$ cat src/hdl/tpsa_pkg.sv
package tpsa_pkg;

    localparam int unsigned SMALL_SLOTS_DEF = 8;
    localparam int unsigned LARGE_SLOTS_DEF = 8;
    localparam int unsigned SMALL_BYTES_DEF = 32;
    localparam int unsigned LARGE_BYTES_DEF = 64;

    localparam int unsigned OFF_W  = 10;
    localparam int unsigned MASK_W = 8;

    typedef enum logic [1:0] {
        ST_OK         = 2'd0,
        ST_NO_SPACE   = 2'd1,
        ST_BAD_OFFSET = 2'd2
    } t_status;

    localparam logic ACT_ALLOC  = 1'b0;
    localparam logic ACT_FREE   = 1'b1;
    localparam logic KIND_SMALL = 1'b0;
    localparam logic KIND_LARGE = 1'b1;

    typedef struct packed {
        t_status           status;
        logic [OFF_W-1:0]  grant;
    } t_result;

endpackage

$ cat src/hdl/tpsa_alloc.sv
module tpsa_alloc #(
    parameter int unsigned SMALL_SLOTS = tpsa_pkg::SMALL_SLOTS_DEF,
    parameter int unsigned LARGE_SLOTS = tpsa_pkg::LARGE_SLOTS_DEF,
    parameter int unsigned SMALL_BYTES = tpsa_pkg::SMALL_BYTES_DEF,
    parameter int unsigned LARGE_BYTES = tpsa_pkg::LARGE_BYTES_DEF
) (
    input  logic                   i_kind,
    input  logic [SMALL_SLOTS-1:0] i_small_used,
    input  logic [LARGE_SLOTS-1:0] i_large_used,
    output logic [SMALL_SLOTS-1:0] o_small_set,
    output logic [LARGE_SLOTS-1:0] o_large_set,
    output tpsa_pkg::t_result      o_result
);

    localparam logic [31:0] LargeBase = 32'(SMALL_SLOTS * SMALL_BYTES);

    function automatic logic [tpsa_pkg::OFF_W-1:0] small_off(input int unsigned idx);
        logic [31:0] v;
        v = 32'(idx * SMALL_BYTES);
        return v[tpsa_pkg::OFF_W-1:0];
    endfunction

    function automatic logic [tpsa_pkg::OFF_W-1:0] large_off(input int unsigned idx);
        logic [31:0] v;
        v = LargeBase + 32'(idx * LARGE_BYTES);
        return v[tpsa_pkg::OFF_W-1:0];
    endfunction

    logic [SMALL_SLOTS-1:0]     s_free, s_hot, p_free, p_hot;
    logic [LARGE_SLOTS-1:0]     l_free, l_hot;
    logic [tpsa_pkg::OFF_W-1:0] s_grant, l_grant, p_grant;

    always_comb begin
        s_free = ~i_small_used;
        l_free = ~i_large_used;
        p_free = s_free & (s_free >> 1);
        s_hot  = s_free & (~s_free + SMALL_SLOTS'(1));
        l_hot  = l_free & (~l_free + LARGE_SLOTS'(1));
        p_hot  = p_free & (~p_free + SMALL_SLOTS'(1));
    end

    always_comb begin
        s_grant = '0;
        p_grant = '0;
        for (int unsigned i = 0; i < SMALL_SLOTS; i++) begin
            s_grant = s_grant | ({tpsa_pkg::OFF_W{s_hot[i]}} & small_off(i));
            p_grant = p_grant | ({tpsa_pkg::OFF_W{p_hot[i]}} & small_off(i));
        end
        l_grant = '0;
        for (int unsigned j = 0; j < LARGE_SLOTS; j++) begin
            l_grant = l_grant | ({tpsa_pkg::OFF_W{l_hot[j]}} & large_off(j));
        end
    end

    always_comb begin
        o_small_set     = '0;
        o_large_set     = '0;
        o_result.status = tpsa_pkg::ST_OK;
        o_result.grant  = '0;
        if (i_kind == tpsa_pkg::KIND_SMALL) begin
            if (|s_free) begin
                o_small_set    = s_hot;
                o_result.grant = s_grant;
            end else if (|l_free) begin
                o_large_set    = l_hot;
                o_result.grant = l_grant;
            end else begin
                o_result.status = tpsa_pkg::ST_NO_SPACE;
            end
        end else begin
            if (|l_free) begin
                o_large_set    = l_hot;
                o_result.grant = l_grant;
            end else if (|p_free) begin
                o_small_set    = p_hot | (p_hot << 1);
                o_result.grant = p_grant;
            end else begin
                o_result.status = tpsa_pkg::ST_NO_SPACE;
            end
        end
    end

endmodule

$ cat src/hdl/tpsa_free.sv
module tpsa_free #(
    parameter int unsigned SMALL_SLOTS = tpsa_pkg::SMALL_SLOTS_DEF,
    parameter int unsigned LARGE_SLOTS = tpsa_pkg::LARGE_SLOTS_DEF,
    parameter int unsigned SMALL_BYTES = tpsa_pkg::SMALL_BYTES_DEF,
    parameter int unsigned LARGE_BYTES = tpsa_pkg::LARGE_BYTES_DEF
) (
    input  logic                       i_kind,
    input  logic [tpsa_pkg::OFF_W-1:0] i_offset,
    output logic [SMALL_SLOTS-1:0]     o_small_clr,
    output logic [LARGE_SLOTS-1:0]     o_large_clr,
    output tpsa_pkg::t_status          o_status
);

    localparam logic [31:0] LargeBase = 32'(SMALL_SLOTS * SMALL_BYTES);
    localparam logic [31:0] PoolEnd   = LargeBase + 32'(LARGE_SLOTS * LARGE_BYTES);

    logic [31:0]            off;
    logic [SMALL_SLOTS-1:0] s_hit;
    logic [LARGE_SLOTS-1:0] l_hit;

    always_comb begin
        off = 32'(i_offset);
        for (int unsigned i = 0; i < SMALL_SLOTS; i++) begin
            s_hit[i] = (off >= 32'(i * SMALL_BYTES)) && (off < 32'((i + 1) * SMALL_BYTES));
        end
        for (int unsigned j = 0; j < LARGE_SLOTS; j++) begin
            l_hit[j] = (off >= LargeBase + 32'(j * LARGE_BYTES))
                    && (off < LargeBase + 32'((j + 1) * LARGE_BYTES));
        end
        o_large_clr = l_hit;
        o_small_clr = s_hit;
        if (i_kind == tpsa_pkg::KIND_LARGE) begin
            o_small_clr = s_hit | (s_hit << 1);
        end
        o_status = (off >= PoolEnd) ? tpsa_pkg::ST_BAD_OFFSET : tpsa_pkg::ST_OK;
    end

endmodule

$ cat src/hdl/two_pool_slot_allocator_top.sv
// Two-pool slot allocator: small and large fixed slots tracked by used-bit masks.
// Input channel (i_in_valid / o_in_ready) carries one request word: action
// (allocate or free), kind (small or large) and the byte offset to free.
// Output channel (o_out_valid / i_out_ready) returns one word per request:
// status, granted offset and both used masks after the request.
// An accepted request is held in the input register, then the slot search and
// mask update land in the result register. Throughput is one word per cycle
// while the receiver is ready; the masks update in the same edge that loads
// the result, so the next request sees them at once.
// Reset clears both masks (all slots free) and empties both registers.
// When the receiver stalls, the result register holds and the input
// register holds one more word; o_in_ready drops once both are full.
module two_pool_slot_allocator_top #(
    parameter int unsigned SMALL_SLOTS = tpsa_pkg::SMALL_SLOTS_DEF,
    parameter int unsigned LARGE_SLOTS = tpsa_pkg::LARGE_SLOTS_DEF,
    parameter int unsigned SMALL_BYTES = tpsa_pkg::SMALL_BYTES_DEF,
    parameter int unsigned LARGE_BYTES = tpsa_pkg::LARGE_BYTES_DEF
) (
    input  logic                        i_clk,
    input  logic                        i_rst_n,
    input  logic                        i_in_valid,
    output logic                        o_in_ready,
    input  logic                        i_action,
    input  logic                        i_kind,
    input  logic [tpsa_pkg::OFF_W-1:0]  i_offset_in,
    output logic                        o_out_valid,
    input  logic                        i_out_ready,
    output logic [1:0]                  o_status,
    output logic [tpsa_pkg::OFF_W-1:0]  o_offset_out,
    output logic [tpsa_pkg::MASK_W-1:0] o_small_used,
    output logic [tpsa_pkg::MASK_W-1:0] o_large_used
);

    logic                        r_in_valid;
    logic                        r_action;
    logic                        r_kind;
    logic [tpsa_pkg::OFF_W-1:0]  r_offset;

    logic [SMALL_SLOTS-1:0]      r_small_mask, n_small_mask;
    logic [LARGE_SLOTS-1:0]      r_large_mask, n_large_mask;

    logic                        r_out_valid;
    tpsa_pkg::t_result           r_result, n_result;
    logic [tpsa_pkg::MASK_W-1:0] r_small_out, r_large_out;

    logic [SMALL_SLOTS-1:0]      small_set, small_clr;
    logic [LARGE_SLOTS-1:0]      large_set, large_clr;
    tpsa_pkg::t_result           alloc_res;
    tpsa_pkg::t_status           free_status;
    logic                        advance;
    logic [63:0]                 small_wide, large_wide;

    tpsa_alloc #(
        .SMALL_SLOTS(SMALL_SLOTS), .LARGE_SLOTS(LARGE_SLOTS),
        .SMALL_BYTES(SMALL_BYTES), .LARGE_BYTES(LARGE_BYTES)
    ) u_alloc (
        .i_kind       (r_kind),
        .i_small_used (r_small_mask),
        .i_large_used (r_large_mask),
        .o_small_set  (small_set),
        .o_large_set  (large_set),
        .o_result     (alloc_res)
    );

    tpsa_free #(
        .SMALL_SLOTS(SMALL_SLOTS), .LARGE_SLOTS(LARGE_SLOTS),
        .SMALL_BYTES(SMALL_BYTES), .LARGE_BYTES(LARGE_BYTES)
    ) u_free (
        .i_kind      (r_kind),
        .i_offset    (r_offset),
        .o_small_clr (small_clr),
        .o_large_clr (large_clr),
        .o_status    (free_status)
    );

    assign advance    = r_in_valid && (!r_out_valid || i_out_ready);
    assign o_in_ready = !r_in_valid || advance;

    always_comb begin
        if (r_action == tpsa_pkg::ACT_ALLOC) begin
            n_small_mask = r_small_mask | small_set;
            n_large_mask = r_large_mask | large_set;
            n_result     = alloc_res;
        end else begin
            n_small_mask = r_small_mask & ~small_clr;
            n_large_mask = r_large_mask & ~large_clr;
            n_result.status = free_status;
            n_result.grant  = '0;
        end
        small_wide = 64'(n_small_mask);
        large_wide = 64'(n_large_mask);
    end

    always_ff @(posedge i_clk) begin
        if (!i_rst_n) begin
            r_in_valid   <= 1'b0;
            r_out_valid  <= 1'b0;
            r_small_mask <= '0;
            r_large_mask <= '0;
        end else begin
            if (o_in_ready) begin
                r_in_valid <= i_in_valid;
            end
            if (advance) begin
                r_out_valid  <= 1'b1;
                r_small_mask <= n_small_mask;
                r_large_mask <= n_large_mask;
            end else if (i_out_ready) begin
                r_out_valid <= 1'b0;
            end
        end
    end

    always_ff @(posedge i_clk) begin
        if (o_in_ready && i_in_valid) begin
            r_action <= i_action;
            r_kind   <= i_kind;
            r_offset <= i_offset_in;
        end
        if (advance) begin
            r_result    <= n_result;
            r_small_out <= small_wide[tpsa_pkg::MASK_W-1:0];
            r_large_out <= large_wide[tpsa_pkg::MASK_W-1:0];
        end
    end

    assign o_out_valid  = r_out_valid;
    assign o_status     = r_result.status;
    assign o_offset_out = r_result.grant;
    assign o_small_used = r_small_out;
    assign o_large_used = r_large_out;

endmodule
$ cat config.mk
export PLATFORM = sky130hd
export DESIGN_NAME = two_pool_slot_allocator_top
export DESIGN_NICKNAME = d
export VERILOG_FILES = /design/src/hdl/tpsa_pkg.sv /design/src/hdl/tpsa_alloc.sv /design/src/hdl/tpsa_free.sv /design/src/hdl/two_pool_slot_allocator_top.sv
export SDC_FILE = /design/constraint.sdc
export NUM_CORES = 1
export LEC_CHECK = 0
export BUFFER_PORTS_ARGS = -buffer_cell sky130_fd_sc_hd__buf_2
export CORE_ASPECT_RATIO = 0.75
export CORE_MARGIN = 3
export CORE_UTILIZATION = 40
export CTS_BUF_LIST = sky130_fd_sc_hd__clkbuf_16
export DETAILED_ROUTE_END_ITERATION = 10
export HOLD_SLACK_MARGIN = 0.15
export PLACE_DENSITY = 0.66
export SLEW_MARGIN = 20
export SYNTH_ARGS = -nofsm -noshare
export SYNTH_HDL_FRONTEND = slang
export SYNTH_HIERARCHICAL = 1
export SYNTH_SLANG_ARGS = --single-unit
$ cat constraint.sdc
create_clock -name i_clk -period 2.3 [get_ports i_clk]
set_input_delay 0.345 -clock i_clk [delete_from_list [all_inputs] [get_ports i_clk]]
set_output_delay 0.345 -clock i_clk [all_outputs]
set_load 0.01 [all_outputs]
==> impl_results.md, run 1 <==
- Status: complete, no violations
- P&R area growth vs syn: 14.9%
- Setup TNS: 0 ns
- Register Area: 1410 um2
- Vias in the first global route: 2153
- Die Area: 8420 um2
- Clk slew on worst S/H paths: 0.07 ns
- Drt first pass iters: 5
- Worst-margin pin slew: 0.605 ns
- Multi-input combinational cell area: 1220 um2
- CTS tree: built
- Total grt overflow: 0
- Hold Path Class: primary input to flip-flop
- Ports: 46
- Root Driver: clkbuf_16
- Worst vdd ir: 0.318 mV
- Clock Latency Late Sink: 0.29 ns
- DRC errors left: 0
- Yosys warning count: 6
- Die W: 105 um
- Max Slew Vio Count: 0
- Crit path max fanout: 9
- Post-CTS resize count: 0
- CTS sink count: 53
- Crit end category: flip-flop
- Period minus WS final: 2.10 ns
- Final ANT Viol Nets: 0
- Worst-case reg-to-reg path depth: 8
- H-tree depth: 2
- Tot Pwr: 2.16 mW
- Rel. slew slack: 59.1%
- Achievable clock frequency: 477 MHz
- Max Cap Viol: 0
- RSZ-0062 raised after global routing: false
- Final worst-path cycle share: 91.2%
- Filler cells: 687
- Worst R2R Setup Slack: 0.20 ns
- Critical path origin: r_small_mask[3]
- Avg Inst Size Synth: 9.33 um2
- Worst Skew: 0.00402 ns
- Leak: 1.34 nW
- Final Hold Fails: 0
- Post-CTS Setup Inserts: 0
- Post-DR wirelength/cell: 13.4 um
- First-pass GRT wire length: 10400 um
- Crit path launch type: flip-flop
- Max clock buf depth: 2
- IO buf count: 40
- Detailed placement HPWL: 4190 um
- Ant diodes: 0
- Crit Path Category: flip-flop to flip-flop
- Final GP Congestion: 0.917
- Initial Util: 42.2%
- Pin count of the biggest net entering global routing: 29
- Post-Syn Area: 2940 um2
- Req. time, crit path: 2.52 ns
- Post-layout nets: 370
- Num CTS Buffers: 5
- Core area: 6960 um2
- Vias post-DR: 2282
- Vias per cell: 5.04
- Total wire length: 6060 um
- Share of cells above drive strength 1: 21.1%
- Initial DRC count: 143
- Reg-to-reg endpoint: r_small_mask[7]
- Critical Path AT: 2.31 ns
- Critical R2R Launch: r_small_mask[3]
- PwrDens: 641 nW/um2
- Final setup vio count: 0
- Syn Inst Count: 315
- Overall Global Routing Usage: 15.4%
- Worst setup endpoint: r_small_mask[7]
- Die height: 80.2 um
- Std cell rows: 26
- Antenna violations before repair: 0
- Hold buffers post-CTS: 0
==> through the flow <==
step | hold WS (ns) | util, % | setup WS (ns) | area [um2] | std cells
final | 0.225 | 48.5 | 0.203 | 3370 | 453
after global routing | 0.213 | 48.5 | 0.0374 | 3370 | 453
after CTS | 0.221 | 48.5 | 0.217 | 3370 | 453
after detailed placement | 0.483 | 45.7 | 0.260 | 3180 | 445
after global placement | 0.473 | 45.7 | 0.298 | 3180 | 445
after floorplan | 0.443 | - | 0.180 | 2960 | 320
==> worst max-delay path: stages, from the launching register on <==
cell     delay, ns
dfxtp_1       0.49
buf_4         0.22
nor2_1        0.09
nor4b_1       0.53
nand4_1       0.21
o31ai_1       0.10
nor2b_1       0.15
a21oi_1       0.06
o22ai_1       0.18
==> final cells by class <==
type                            count  area share (%)
Sequential cell                    53            41.8
Clock buffer                        5            3.71
Tap cell                           98            3.63
Timing Repair Buffer               51            8.75
Multi-Input combinational cell    206            36.0
Clock inverter                      3            1.93
Inverter                           37            4.12
==> sequential cells by signal, summed over array words and instances (netlist names) <==
| register | count |
|---|---|
| r_kind | 1 |
| o_out_valid | 1 |
| r_in_valid | 1 |
| o_status | 2 |
| o_offset_out | 10 |
| r_offset | 5 |
| r_small_mask | 8 |
| r_action | 1 |
| o_small_used | 8 |
| o_large_used | 8 |
| r_large_mask | 8 |
==> routing by layer <==
| layer | wire, um | track usage (%) | vias up |
|---|---|---|---|
| li1 | - | - | 1160 |
| met1 | 2880 | 20.5 | 1039 |
| met2 | 2770 | 25.4 | 76 |
| met3 | 343 | 2.89 | 7 |
| met4 | 70 | 4.72 | 0 |
| met5 | 0 | 0 | - |
==> cell usage in the layout (no fill, tap or decap), types with 2 or more instances in the layout <==
cell type   n
nor2b_1    28
nand4_1     3
o31ai_1     2
and4_2      2
mux2_2      2
o22ai_1    16
buf_2      40
nand3b_1    2
nand2_1    28
bufinv_16   2
nand2b_1    7
o21a_1      2
buf_4      10
nor3b_1     2
a211oi_1    4
a21oi_1    26
inv_1      36
nor3_1     10
clkbuf_16   5
conb_1      7
and2_1      2
edfxtp_1   35
nor2_1     20
o21ai_0     4
a31oi_1     2
nand3_1     7
dfxtp_1    18
==> how the worst min path moves through the flow <==
stage	cells past startpoint	endpoint	start	slack, ns
global route	1	r_offset[6]	i_offset_in[6]	0.21
floorplan	2	r_small_mask[2]	r_small_mask[2]	0.44
CTS	1	r_offset[7]	i_offset_in[7]	0.22
detailed placement	2	r_large_mask[7]	r_large_mask[7]	0.48
finish	1	r_kind	i_kind	0.22
global placement	2	r_large_mask[3]	r_large_mask[3]	0.47
==> where the power goes <==
part           switching [mW]  total (mW)  internal [mW]
combinational          0.0859       0.144         0.0584
sequential             0.0243        1.07           1.05
clock                   0.327       0.948          0.621
total                   0.437        2.16           1.73
(Power assumes the default switching activity.)
==> run 2, diff against run 1 <==
--- a/config.mk
+++ b/config.mk
@@ -9,11 +9,11 @@
 export CORE_ASPECT_RATIO = 0.75
 export CORE_MARGIN = 3
 export CORE_UTILIZATION = 40
-export CTS_BUF_LIST = sky130_fd_sc_hd__clkbuf_16
+export CTS_BUF_LIST = sky130_fd_sc_hd__clkbuf_8
 export DETAILED_ROUTE_END_ITERATION = 10
 export HOLD_SLACK_MARGIN = 0.15
 export PLACE_DENSITY = 0.66
-export SLEW_MARGIN = 20
+export SLEW_MARGIN = 0
 export SYNTH_ARGS = -nofsm -noshare
 export SYNTH_HDL_FRONTEND = slang
 export SYNTH_HIERARCHICAL = 1
==> run 2 against run 1 <==
  * Register-to-register slack is essentially flat
  * Setup slack gained 0.011 ns
  * First-iteration DRC count shrank 20%
  * Highest routed layer unchanged
  * Critical endpoint unchanged
  * Non-clock buffer count is the same
==> impl_results.md, run 2 (synthesized netlist as in run 1, its figures left out) <==
- Share of cells above drive strength 1: 21.1%
- Final Hold Fails: 0
- Post-DR wirelength/cell: 12.9 um
- Final setup vio count: 0
- Sw Ratio: 20.9%
- Multi-input combinational cell area: 1220 um2
- Status: complete, no violations
- DP Worst Slack: 0.260 ns
- Crit end category: flip-flop
- Ports: 46
- Critical Path AT: 2.32 ns
- Part of the power in registers: 55.1%
- Register Area: 1410 um2
- Clk pwr share: 37.5%
- Worst-margin pin slew: 0.588 ns
- CTS sink count: 53
- Achievable clock frequency: 479 MHz
- Crit Path Category: flip-flop to flip-flop
- H-tree depth: 2
- Cell Chain, Critical Path: buf_4 -> nor2_1 -> nor4b_1 -> nand4_1 -> o31ai_1 -> nor2b_1 -> a21oi_1 -> o22ai_1
- Vias per cell: 4.98
- Total grt overflow: 0
- Initial DRC count: 114
- Worst Skew: 0.00483 ns
- P&R area growth vs syn: 12.9%
- Hold Path Class: primary input to flip-flop
- Period minus WS final: 2.09 ns
- Vias post-DR: 2255
- Commonest cells after routing, fill and taps aside: buf_2 (40), inv_1 (36), edfxtp_1 (35)
- Final WS setup: 0.213 ns
- DRC errors left: 0
- Antenna violations before repair: 0
- Overall Global Routing Usage: 14.8%
- Root Driver: clkbuf_8
- First-pass GRT wire length: 10000 um
- Leading cell type in the layout, fill and taps excluded: buf_2
- Final ANT Viol Nets: 0
- Crit path max fanout: 9
- Final GP Congestion: 0.917
- Pin count of the biggest net entering global routing: 29
- Die Area: 8420 um2
- Max Cap Viol: 0
- CP max stage cell: nor4b_1
- Post-CTS resize count: 0
- Core area: 6960 um2
- Num CTS Buffers: 5
- Detailed placement HPWL: 4190 um
- Crit path launch type: flip-flop
- Switching pwr: 0.406 mW
- PwrDens: 585 nW/um2
- Filler cells: 691
- Req. time, crit path: 2.53 ns
- RSZ-0062 raised after global routing: false
- Std cell rows: 26
- Total wire length: 5860 um
- CTS tree: built
- Die height: 80.2 um
- Clock Latency Late Sink: 0.30 ns
- Max clock buf depth: 2
- Hold buffers post-CTS: 0
- Ant diodes: 0
- Largest register FFs: 10
- Drt first pass iters: 5
- Max Slew Vio Count: 0
- IO buf count: 40
- Die W: 105 um
- Setup TNS: 0 ns
- Logic pwr share: 7.4%
- Worst vdd ir: 0.321 mV
- Initial Util: 42.2%
- Leak: 1.32 nW
- Post-CTS Setup Inserts: 0
- Vias in the first global route: 2123
- Pint: 1.54 mW
- Post-layout nets: 370
- Slowest stage delay, CP: 0.52 ns
- Final worst-path cycle share: 90.7%
- Rel. slew slack: 60.2%
- Clk slew on worst S/H paths: 0.09 ns
-- run 2: cell counts in the layout (fill, tap and decap cells not counted) --
No cell type changed its count.
-- run 2: final timing paths --
| path | startpoint | end | slack (ns) | cells after the start |
|---|---|---|---|---|
| min | i_kind | r_kind | 0.21 | 1 |
| max reg2reg | r_small_mask[3] | r_small_mask[7] | 0.21 | 8 |
| max | r_small_mask[3] | r_small_mask[7] | 0.21 | 8 |
| min reg2reg | r_large_mask[7] | r_large_mask[7] | 0.50 | 2 |
-- run 2: worst max-delay path: cells and delay by family, from the launching register on --
| family | cells | cell delay, ns |
|---|---|---|
| DFF | 1 | 0.50 |
| buffers and inverters | 1 | 0.22 |
| and+or+nand+nor | 4 | 0.96 |
| AOI/OAI and AO/OA | 3 | 0.33 |
-- run 2: layout make-up --
| type | instances | share of cell area (%) |
|---|---|---|
| Clock buffer | 5 | 2.07 |
| Clock inverter | 3 | 1.96 |
| Inverter | 37 | 4.19 |
| Multi-Input combinational cell | 206 | 36.7 |
| Sequential cell | 53 | 42.5 |
| Tap cell | 98 | 3.70 |
| Timing Repair Buffer | 51 | 8.90 |
-- run 2: stage by stage --
stage	util [%]	hold WS, ns	instances	area [um2]	power, mW
after global placement	45.7	0.473	445	3180	1.23
after global routing	47.7	0.190	453	3320	2.03
final	47.7	0.211	453	3320	1.94
after floorplan	-	0.443	320	2960	1.20
after CTS	47.7	0.203	453	3320	1.97
after detailed placement	45.7	0.483	445	3180	1.24
-- run 2: per-layer routing --
| layer | global-route usage [%] | part of all wire, % | vias up | wire length [um] |
|---|---|---|---|---|
| met1 | 20.0 | 48 | 1029 | 2820 |
| met3 | 2.97 | 6.5 | 4 | 379 |
| li1 | - | - | 1155 | - |
| met2 | 24.5 | 45 | 67 | 2630 |
| met5 | 0 | 0 | - | 0 |
| met4 | 3.54 | 0.65 | 0 | 38 |
-- run 2: power groups by stage --
| stage | clock (mW) | combinational (mW) | sequential [mW] |
|---|---|---|---|
| after floorplan | 0 | 0.104 | 1.09 |
| after global placement | 0 | 0.142 | 1.09 |
| after detailed placement | 0 | 0.145 | 1.09 |
| after CTS | 0.755 | 0.146 | 1.07 |
| after global routing | 0.798 | 0.161 | 1.08 |
| final | 0.729 | 0.143 | 1.07 |
